**config.mk**
```make
export PLATFORM = sky130hd
export DESIGN_NAME = lsb_stego_message_extractor
export DESIGN_NICKNAME = d
export VERILOG_FILES = /design/src/rtl/lsme_pkg.sv /design/src/rtl/lsb_stego_message_extractor.sv /design/src/rtl/lsme_front.sv /design/src/rtl/lsme_char_q.sv /design/src/rtl/lsme_back.sv
export SDC_FILE = /design/constraint.sdc
export NUM_CORES = 1
export LEC_CHECK = 0
export ABC_AREA = 0
export BUFFER_PORTS_ARGS = -buffer_cell sky130_fd_sc_hd__buf_2
export CAP_MARGIN = 20
export CORE_MARGIN = 3
export CORE_UTILIZATION = 39
export DETAILED_ROUTE_END_ITERATION = 16
export PLACE_DENSITY = 0.59
export RECOVER_POWER = 25
export SYNTH_ARGS = -nofsm -noshare
export SYNTH_HDL_FRONTEND = slang
export SYNTH_SLANG_ARGS = --single-unit
export TNS_END_PERCENT = 50
```
**constraint.sdc**
```tcl
create_clock -name clk_i -period 6.8 [get_ports clk_i]
set_clock_uncertainty 0.05 [all_clocks]
set_input_delay 0.68 -clock clk_i [delete_from_list [all_inputs] [get_ports clk_i]]
set_output_delay 0.68 -clock clk_i [all_outputs]
set_load 0.05 [all_outputs]
```
**src/rtl/lsme_pkg.sv**
```systemverilog
// ----------------------------------------------------------------------------
// lsme_pkg: shared types and constants of the LSB message extractor
// Beat formats, header layout, status and phase codes.
// ----------------------------------------------------------------------------
package lsme_pkg;

  localparam int unsigned LenDigits   = 4;
  localparam int unsigned HeaderChars = 3 + LenDigits;
  localparam int unsigned PosW        = 3;
  localparam int unsigned LenW        = 14;

  localparam logic [PosW-1:0] HdrLastPos = PosW'(HeaderChars - 1);

  // Phase codes of the back end.
  localparam logic [1:0] PhHeader  = 2'd0;
  localparam logic [1:0] PhMessage = 2'd1;
  localparam logic [1:0] PhDone    = 2'd2;

  // Result status codes.
  localparam logic [1:0] StChar      = 2'd0;
  localparam logic [1:0] StBadHeader = 2'd1;
  localparam logic [1:0] StEmpty     = 2'd2;

  localparam logic [7:0] AsciiZero = 8'h30;
  localparam logic [7:0] AsciiNine = 8'h39;

  typedef struct packed {
    logic [7:0] cover_byte;
    logic       restart;
  } in_beat_t;

  typedef struct packed {
    logic [7:0] char_out;
    logic [1:0] status;
    logic       last;
  } out_beat_t;

  // One assembled character, flagged when it is the first of a new image.
  typedef struct packed {
    logic [7:0] ch;
    logic       new_image;
  } char_beat_t;

  // Expected tag letter at header positions 0 to 2.
  function automatic logic [7:0] tag_letter(input logic [1:0] pos);
    logic [7:0] res;
    case (pos)
      2'd0:    res = 8'h42;
      2'd1:    res = 8'h4D;
      2'd2:    res = 8'h50;
      default: res = 8'h00;
    endcase
    return res;
  endfunction

endpackage

```
**src/rtl/lsb_stego_message_extractor.sv**
```systemverilog
// ----------------------------------------------------------------------------
// lsb_stego_message_extractor: LSB steganography message extractor
// Recovers a length-prefixed message from the low bits of pixel bytes.
// ----------------------------------------------------------------------------
// One pixel byte is accepted every cycle while full is low. Each eighth byte
// completes a character, which passes through a two-entry queue to the decoder;
// the decoder writes each result into a two-entry result queue that feeds the
// output side. Decoder and result queue each handle one beat a cycle, so full
// only rises when the result side has been stalled long enough for both queues
// to fill. There is no clearing pass after reset.
module lsb_stego_message_extractor import lsme_pkg::*; (
  input  logic      clk_i,
  input  logic      rst_ni,
  input  logic      push,
  output logic      full,
  input  in_beat_t  in_beat_i,
  output logic      empty,
  input  logic      pop,
  output out_beat_t out_beat_o
);

  logic       accept;
  logic       char_push;
  char_beat_t char_wdata;
  char_beat_t char_rdata;
  logic       char_valid;
  logic       char_full;
  logic       char_pop;
  logic       res_valid;

  assign full   = char_full;
  assign accept = push && !char_full;
  assign empty  = !res_valid;

  lsme_front u_front (
    .clk_i       (clk_i),
    .rst_ni      (rst_ni),
    .accept_i    (accept),
    .in_beat_i   (in_beat_i),
    .char_push_o (char_push),
    .char_beat_o (char_wdata)
  );

  lsme_char_q u_char_q (
    .clk_i   (clk_i),
    .rst_ni  (rst_ni),
    .push_i  (char_push),
    .wdata_i (char_wdata),
    .pop_i   (char_pop),
    .rdata_o (char_rdata),
    .valid_o (char_valid),
    .full_o  (char_full)
  );

  lsme_back u_back (
    .clk_i        (clk_i),
    .rst_ni       (rst_ni),
    .char_valid_i (char_valid),
    .char_beat_i  (char_rdata),
    .char_pop_o   (char_pop),
    .res_pop_i    (pop && res_valid),
    .res_valid_o  (res_valid),
    .res_beat_o   (out_beat_o)
  );

endmodule

```
**src/rtl/lsme_front.sv**
```systemverilog
// ----------------------------------------------------------------------------
// lsme_front: bit collector
// Takes the least significant bit of each cover byte and packs eight of them,
// most significant first, into a character beat for the back end.
// ----------------------------------------------------------------------------
module lsme_front import lsme_pkg::*; (
  input  logic       clk_i,
  input  logic       rst_ni,
  input  logic       accept_i,
  input  in_beat_t   in_beat_i,
  output logic       char_push_o,
  output char_beat_t char_beat_o
);

  logic [2:0] bit_cnt_q, bit_cnt_d;
  logic [6:0] shift_q, shift_d;
  logic       new_img_q, new_img_d;

  logic [2:0] cnt_eff;
  logic [6:0] shift_eff;
  logic       new_img_eff;

  always_comb begin
    cnt_eff     = in_beat_i.restart ? 3'd0 : bit_cnt_q;
    shift_eff   = in_beat_i.restart ? 7'd0 : shift_q;
    new_img_eff = in_beat_i.restart | new_img_q;

    char_push_o          = accept_i && (cnt_eff == 3'd7);
    char_beat_o.ch       = {shift_eff, in_beat_i.cover_byte[0]};
    char_beat_o.new_image = new_img_eff;

    bit_cnt_d = bit_cnt_q;
    shift_d   = shift_q;
    new_img_d = new_img_q;
    if (accept_i) begin
      bit_cnt_d = cnt_eff + 3'd1;
      shift_d   = {shift_eff[5:0], in_beat_i.cover_byte[0]};
      // The restart mark travels with the first character that completes.
      new_img_d = char_push_o ? 1'b0 : new_img_eff;
    end
  end

  always_ff @(posedge clk_i or negedge rst_ni) begin
    if (!rst_ni) begin
      bit_cnt_q <= 3'd0;
      shift_q   <= 7'd0;
      new_img_q <= 1'b0;
    end else begin
      bit_cnt_q <= bit_cnt_d;
      shift_q   <= shift_d;
      new_img_q <= new_img_d;
    end
  end

endmodule

```
**src/rtl/lsme_char_q.sv**
```systemverilog
// ----------------------------------------------------------------------------
// lsme_char_q: two-entry character queue
// Decouples the bit collector from the header and message decoder.
// ----------------------------------------------------------------------------
module lsme_char_q import lsme_pkg::*; (
  input  logic       clk_i,
  input  logic       rst_ni,
  input  logic       push_i,
  input  char_beat_t wdata_i,
  input  logic       pop_i,
  output char_beat_t rdata_o,
  output logic       valid_o,
  output logic       full_o
);

  char_beat_t mem_q [2];
  logic       wr_ptr_q, rd_ptr_q;
  logic [1:0] count_q;

  assign valid_o = (count_q != 2'd0);
  assign full_o  = (count_q == 2'd2);
  assign rdata_o = mem_q[rd_ptr_q];

  always_ff @(posedge clk_i) begin
    if (push_i) begin
      mem_q[wr_ptr_q] <= wdata_i;
    end
  end

  always_ff @(posedge clk_i or negedge rst_ni) begin
    if (!rst_ni) begin
      wr_ptr_q <= 1'b0;
      rd_ptr_q <= 1'b0;
      count_q  <= 2'd0;
    end else begin
      if (push_i) begin
        wr_ptr_q <= ~wr_ptr_q;
      end
      if (pop_i) begin
        rd_ptr_q <= ~rd_ptr_q;
      end
      count_q <= count_q + {1'b0, push_i} - {1'b0, pop_i};
    end
  end

  a_no_overflow: assert property (@(posedge clk_i) disable iff (!rst_ni)
    push_i |-> (!full_o || pop_i))
    else $error("character queue written while full");

  a_no_underflow: assert property (@(posedge clk_i) disable iff (!rst_ni)
    pop_i |-> valid_o)
    else $error("character queue read while empty");

  a_count_range: assert property (@(posedge clk_i) disable iff (!rst_ni)
    count_q != 2'd3)
    else $error("character queue count out of range");

endmodule

```
**src/rtl/lsme_back.sv**
```systemverilog
// ----------------------------------------------------------------------------
// lsme_back: header and message decoder
// Checks the tag, accumulates the decimal length, emits message characters and
// status results into a two-entry result queue.
// ----------------------------------------------------------------------------
module lsme_back import lsme_pkg::*; (
  input  logic       clk_i,
  input  logic       rst_ni,
  input  logic       char_valid_i,
  input  char_beat_t char_beat_i,
  output logic       char_pop_o,
  input  logic       res_pop_i,
  output logic       res_valid_o,
  output out_beat_t  res_beat_o
);

  logic [1:0]      phase_q, phase_d;
  logic [PosW-1:0] pos_q, pos_d;
  logic            good_q, good_d;
  logic [LenW-1:0] len_q, len_d;
  logic [LenW-1:0] left_q, left_d;

  // Result queue.
  out_beat_t  res_mem_q [2];
  logic       res_wr_q, res_rd_q;
  logic [1:0] res_cnt_q;
  logic       res_full;
  logic       res_push;
  out_beat_t  res_new;

  logic [1:0]      ph_e;
  logic [PosW-1:0] pos_e;
  logic            good_e;
  logic [LenW-1:0] len_e;
  logic [LenW-1:0] left_e;
  logic [7:0]      ch;
  logic            is_digit;
  logic [LenW-1:0] len_next;
  logic [LenW-1:0] left_next;

  assign res_full    = (res_cnt_q == 2'd2);
  assign res_valid_o = (res_cnt_q != 2'd0);
  assign res_beat_o  = res_mem_q[res_rd_q];
  assign char_pop_o  = char_valid_i && !res_full;

  always_comb begin
    ch = char_beat_i.ch;
    if (char_beat_i.new_image) begin
      ph_e   = PhHeader;
      pos_e  = '0;
      good_e = 1'b1;
      len_e  = '0;
      left_e = '0;
    end else begin
      ph_e   = phase_q;
      pos_e  = pos_q;
      good_e = good_q;
      len_e  = len_q;
      left_e = left_q;
    end

    is_digit  = (ch >= AsciiZero) && (ch <= AsciiNine);
    len_next  = (len_e << 3) + (len_e << 1) + LenW'(ch - AsciiZero);
    left_next = left_e - LenW'(1);

    phase_d  = phase_q;
    pos_d    = pos_q;
    good_d   = good_q;
    len_d    = len_q;
    left_d   = left_q;
    res_push = 1'b0;
    res_new  = '0;

    if (char_pop_o) begin
      phase_d = ph_e;
      pos_d   = pos_e;
      good_d  = good_e;
      len_d   = len_e;
      left_d  = left_e;
      case (ph_e)
        PhHeader: begin
          if (pos_e < PosW'(3)) begin
            if (ch != tag_letter(pos_e[1:0])) begin
              good_d = 1'b0;
            end
          end else if (is_digit) begin
            len_d = len_next;
          end else begin
            good_d = 1'b0;
          end
          pos_d = pos_e + PosW'(1);
          if (pos_e == HdrLastPos) begin
            if (!good_d) begin
              phase_d        = PhDone;
              res_push       = 1'b1;
              res_new.status = StBadHeader;
              res_new.last   = 1'b1;
            end else if (len_d == '0) begin
              phase_d        = PhDone;
              res_push       = 1'b1;
              res_new.status = StEmpty;
              res_new.last   = 1'b1;
            end else begin
              left_d  = len_d;
              phase_d = PhMessage;
            end
          end
        end
        PhMessage: begin
          left_d           = left_next;
          res_push         = 1'b1;
          res_new.char_out = ch;
          res_new.status   = StChar;
          res_new.last     = (left_next == '0);
          if (left_next == '0) begin
            phase_d = PhDone;
          end
        end
        default: begin
          // Done, or the unused code: characters are dropped.
        end
      endcase
    end
  end

  always_ff @(posedge clk_i or negedge rst_ni) begin
    if (!rst_ni) begin
      phase_q <= PhHeader;
      pos_q   <= '0;
      good_q  <= 1'b1;
      len_q   <= '0;
      left_q  <= '0;
    end else begin
      phase_q <= phase_d;
      pos_q   <= pos_d;
      good_q  <= good_d;
      len_q   <= len_d;
      left_q  <= left_d;
    end
  end

  always_ff @(posedge clk_i) begin
    if (res_push) begin
      res_mem_q[res_wr_q] <= res_new;
    end
  end

  always_ff @(posedge clk_i or negedge rst_ni) begin
    if (!rst_ni) begin
      res_wr_q  <= 1'b0;
      res_rd_q  <= 1'b0;
      res_cnt_q <= 2'd0;
    end else begin
      if (res_push) begin
        res_wr_q <= ~res_wr_q;
      end
      if (res_pop_i) begin
        res_rd_q <= ~res_rd_q;
      end
      res_cnt_q <= res_cnt_q + {1'b0, res_push} - {1'b0, res_pop_i};
    end
  end

  a_res_no_overflow: assert property (@(posedge clk_i) disable iff (!rst_ni)
    res_push |-> !res_full)
    else $error("result queue written while full");

  a_status_has_no_char: assert property (@(posedge clk_i) disable iff (!rst_ni)
    (res_push && res_new.status != StChar) |-> (res_new.last && res_new.char_out == 8'h00))
    else $error("status result must be last and carry no character");

  a_done_after_last: assert property (@(posedge clk_i) disable iff (!rst_ni)
    (res_push && res_new.last) |=> (phase_q == PhDone))
    else $error("decoder not done after final result");

endmodule

```
==> key figures <==
Min path
  – HP Class: flip-flop to flip-flop
  – Hold Path End: u_front.bit_cnt_q[1]$_DFFE_PN0P_
  – Hold path start: u_front.bit_cnt_q[1]$_DFFE_PN0P_
  – Hold path depth: 2

GRT
  – Maximum number of pins on one net before global-route repair: 54
  – First-pass GRT wire length: between 20,000 and 25,000 um
  – Total grt overflow: 0
  – Number of global-route vias before repair: approximately 4,600
  – Initial antenna violation count: 0
  – Tot GR Track Use: between 10% and 20%

Clock network
  – CTS buffer count: 9
  – Worst-path clk slew: ~0.07 ns
  – CTS sink cnt: between 90 and 100
  – Hold_buf cts: 0
  – Clock latency at the later pin of the worst-skew pair: approximately 0.36 ns
  – Clk buf depth: 2
  – Htree depth: 3
  – Post CTS Setup Buffer Count: 0
  – Post-CTS Resized: 0
  – CTS tree: built
  – Clock Root Buffer: clkbuf_16

Critical path
  – CP Data Arrival Time: about 5.7 ns
  – Worst Path Class, Setup: flip-flop to flip-flop
  – Crit path launch type: flip-flop
  – Critical Path RT: between 6 and 7 ns
  – Crit. Startpoint: u_char_q.rd_ptr_q$_DFFE_PN0P_
  – Endpoint type of the worst setup path: flip-flop
  – Worst reg-to-reg path cell count: 17
  – Worst R2R End: u_back.res_mem_q[0][1]$_DFFE_PP_
  – Worst reg2reg startpoint: u_char_q.rd_ptr_q$_DFFE_PN0P_
  – Crit path max fanout: 8
  – Flop-to-flop setup slack: roughly 1.1 ns

Yosys
  – Post-synth top area share: between 20% and 30%
  – Syn Area/Cell: 9.73 um^2
  – Cell count after synthesis: between 600 and 700
  – EDFF count, synth: 40
  – Post-Syn Area: 6060 um^2
  – Post-synth cell types: 72
  – Number of synthesis warnings: 0
  – Top post-synthesis cells by count: 68 x nand2_1, 52 x dfrtp_1, 48 x nor2_1, 43 x o21ai_0, 40 x edfxtp_1
  – Synth area leader: dfrtp_1
  – Top FF cell, synth: dfrtp_1
  – Post-synthesis sequential area ratio: a little over two fifths
  – Async S/R FF share, synth: between 50% and 60%
  – Syn_nets: slightly below 700
  – Top area cells in the synthesized netlist: dfrtp_1 21%, edfxtp_1 20%, ha_1 5.8%, nand2_1 4.2%, mux2_2 3.7%
  – Number of synthesized register bits: 93
  – Most common cell in the netlist: nand2_1

Timing
  – Final hold violations: 0
  – Fmax: ~180 MHz
  – Final Cycle Share: 83.5%
  – Max-slew violation count: 54
  – Rel. slew slack: -107%
  – Final Critical Period: between 5 and 6 ns
  – Final setup fails: 0
  – Setup_tns: 0 ns
  – RSZ-0062 raised after global routing: false
  – Worst-Margin Slew: a little over 3 ns

Layout
  – Area delta synth->final: 8.77%
  – Share of cells above drive strength 1: ~12%
  – Ant. Diodes: 0
  – Layout Nets: 681
  – Final core occ: between 40 and 50%

Routing
  – Violation count after the first detailed-routing iteration: 309
  – DR vias: roughly 4,700
  – # DRC: 0
  – TritonRoute pass-1 iters: 5
  – DR vias/cell: between 5 and 6
  – Drt wl/cell: around 18 um
  – Final WL: approximately 15,000 um
  – Antenna Nets Post-Route: 0

Floorplan
  – Top-level I/O count: 26
  – Die width: between 100 and 150 um
  – Die Span Y: between 100 and 150 um
  – Core area: 14,900 um^2
  – Num rows: 44
  – Die area: roughly 17,000 um^2
  – Initial Utilization: 40.8%

Placement
  – Hpwl dp: around 11,000 um
  – RePlAce Congestion: around 0.88
  – Buffers on Ports: 18

Power
  – Peak VDD IR: approximately 150 uV
  – Comb power frac: between 40% and 50%
  – Net Switching: 1120 uW
  – Clock power frac: between 20% and 30%
  – Reg power frac: 31.5%
  – Leakage Power: 0.00285 uW
  – Internal power: between 1000 and 1500 uW
  – Switch share: 45.1%
  – Pwr dens: between 300 and 400 nW/um^2

Outcome
  – Status: complete, but fails checks
  – Failing checks: max-capacitance violations, max-slew violations

Job
  – Maxcap violations: 1
-- layout by cell type, fill, tap and decap left out, types with 16 or more instances in the layout --
master,n
edfxtp_1,40
nor3_1,16
nand2_1,68
inv_1,31
a21oi_1,32
nor2b_1,21
dfrtp_1,52
xnor2_1,19
mux2_2,20
ha_1,28
nor2_1,48
o21ai_0,43
buf_2,16
-- kinds of logic (layout without fill, tap and decap cells) --
logic type	Yosys count	after routing	synth area share, %
simple gates	219	219	17.7
compound gates	149	149	16.8
flops	93	93	41.7
buf+inv	61	72	4.23
fa+ha+maj	39	39	9.41
mux	32	32	5.84
xor+xnor	30	30	4.33
-- worst max-delay path by stage --
| stage | endpoint | slack (ns) | cells past startpoint |
|---|---|---|---|
| 2_1_floorplan | u_back.res_mem_q[0][0]$_DFFE_PP_ | 1.37 | 19 |
| 3_3_place_gp | u_back.res_mem_q[0][2]$_DFFE_PP_ | 1.29 | 17 |
| 3_5_place_dp | u_back.res_mem_q[0][1]$_DFFE_PP_ | 1.16 | 17 |
| 4_1_cts | u_back.res_mem_q[0][2]$_DFFE_PP_ | 1.14 | 17 |
| 5_1_grt | u_back.res_mem_q[0][8]$_DFFE_PP_ | 0.69 | 17 |
| 6_report | u_back.res_mem_q[0][1]$_DFFE_PP_ | 1.13 | 17 |
-- state kept, by name (all words and copies together), names as in the netlist --
| name | flops |
|---|---|
| u_back.good_q | 1 |
| u_back.left_q | 14 |
| u_back.len_q | 14 |
| u_back.phase_q | 2 |
| u_back.pos_q | 3 |
| u_back.res_cnt_q | 2 |
| u_back.res_mem_q | 22 |
| u_back.res_rd_q | 1 |
| u_back.res_wr_q | 1 |
| u_char_q.count_q | 2 |
| u_char_q.mem_q | 18 |
| u_char_q.rd_ptr_q | 1 |
| u_char_q.wr_ptr_q | 1 |
| u_front.bit_cnt_q | 3 |
| u_front.new_img_q | 1 |
| u_front.shift_q | 7 |
-- power by group through the flow --
stage / combinational, uW / clock [uW] / sequential, uW
after floorplan: 961 / 0 / 733
after global placement: 1150 / 0 / 785
after detailed placement: 1170 / 0 / 791
after CTS: 1180 / 524 / 780
after global routing: 1310 / 545 / 797
final: 1180 / 512 / 782
-- worst max-delay path, stage by stage, from the launching register on --
cell,delay (ns)
dfrtp_1,0.62
mux2i_1,0.51
inv_1,0.16
ha_1,0.29
nor2b_1,0.14
buf_4,0.19
fa_1,0.43
ha_1,0.37
a21oi_1,0.24
o211ai_1,0.16
a221oi_1,0.37
xor2_1,0.21
nor2_1,0.06
a31oi_1,0.39
nand4_2,0.27
a31oi_4,0.29
nor2b_1,0.36
buf_4,0.25
-- per-stage QoR --
| stage | cells | setup WS [ns] | hold WS [ns] | power [uW] | cell area [um^2] |
|---|---|---|---|---|---|
| after CTS | 818 | 1.14 | 0.432 | 2480 | 6600 |
| after floorplan | 623 | 1.37 | 0.334 | 1690 | 6060 |
| after global placement | 802 | 1.29 | 0.401 | 1930 | 6310 |
| after global routing | 818 | 0.694 | 0.462 | 2650 | 6600 |
| final | 818 | 1.13 | 0.430 | 2480 | 6600 |
| after detailed placement | 802 | 1.16 | 0.416 | 1960 | 6310 |
-- final cells by class --
cell class                      count  area (um^2)
Timing Repair Buffer               24          129
Tap cell                          184          230
Fill cell                        1388         8270
Inverter                           32          120
Sequential cell                    93         2530
Multi-Input combinational cell    469         3290
Clock buffer                        9          225
Clock inverter                      7         71.3
-- routing by layer --
layer,wire length [um],vias up,track usage (%)
li1,-,2248,-
met1,7020,2297,25.8
met2,6960,110,29.5
met3,445,18,3.29
met4,196,0,4.84
met5,0,-,0
No activity file was read; power rests on OpenSTA's default activity.
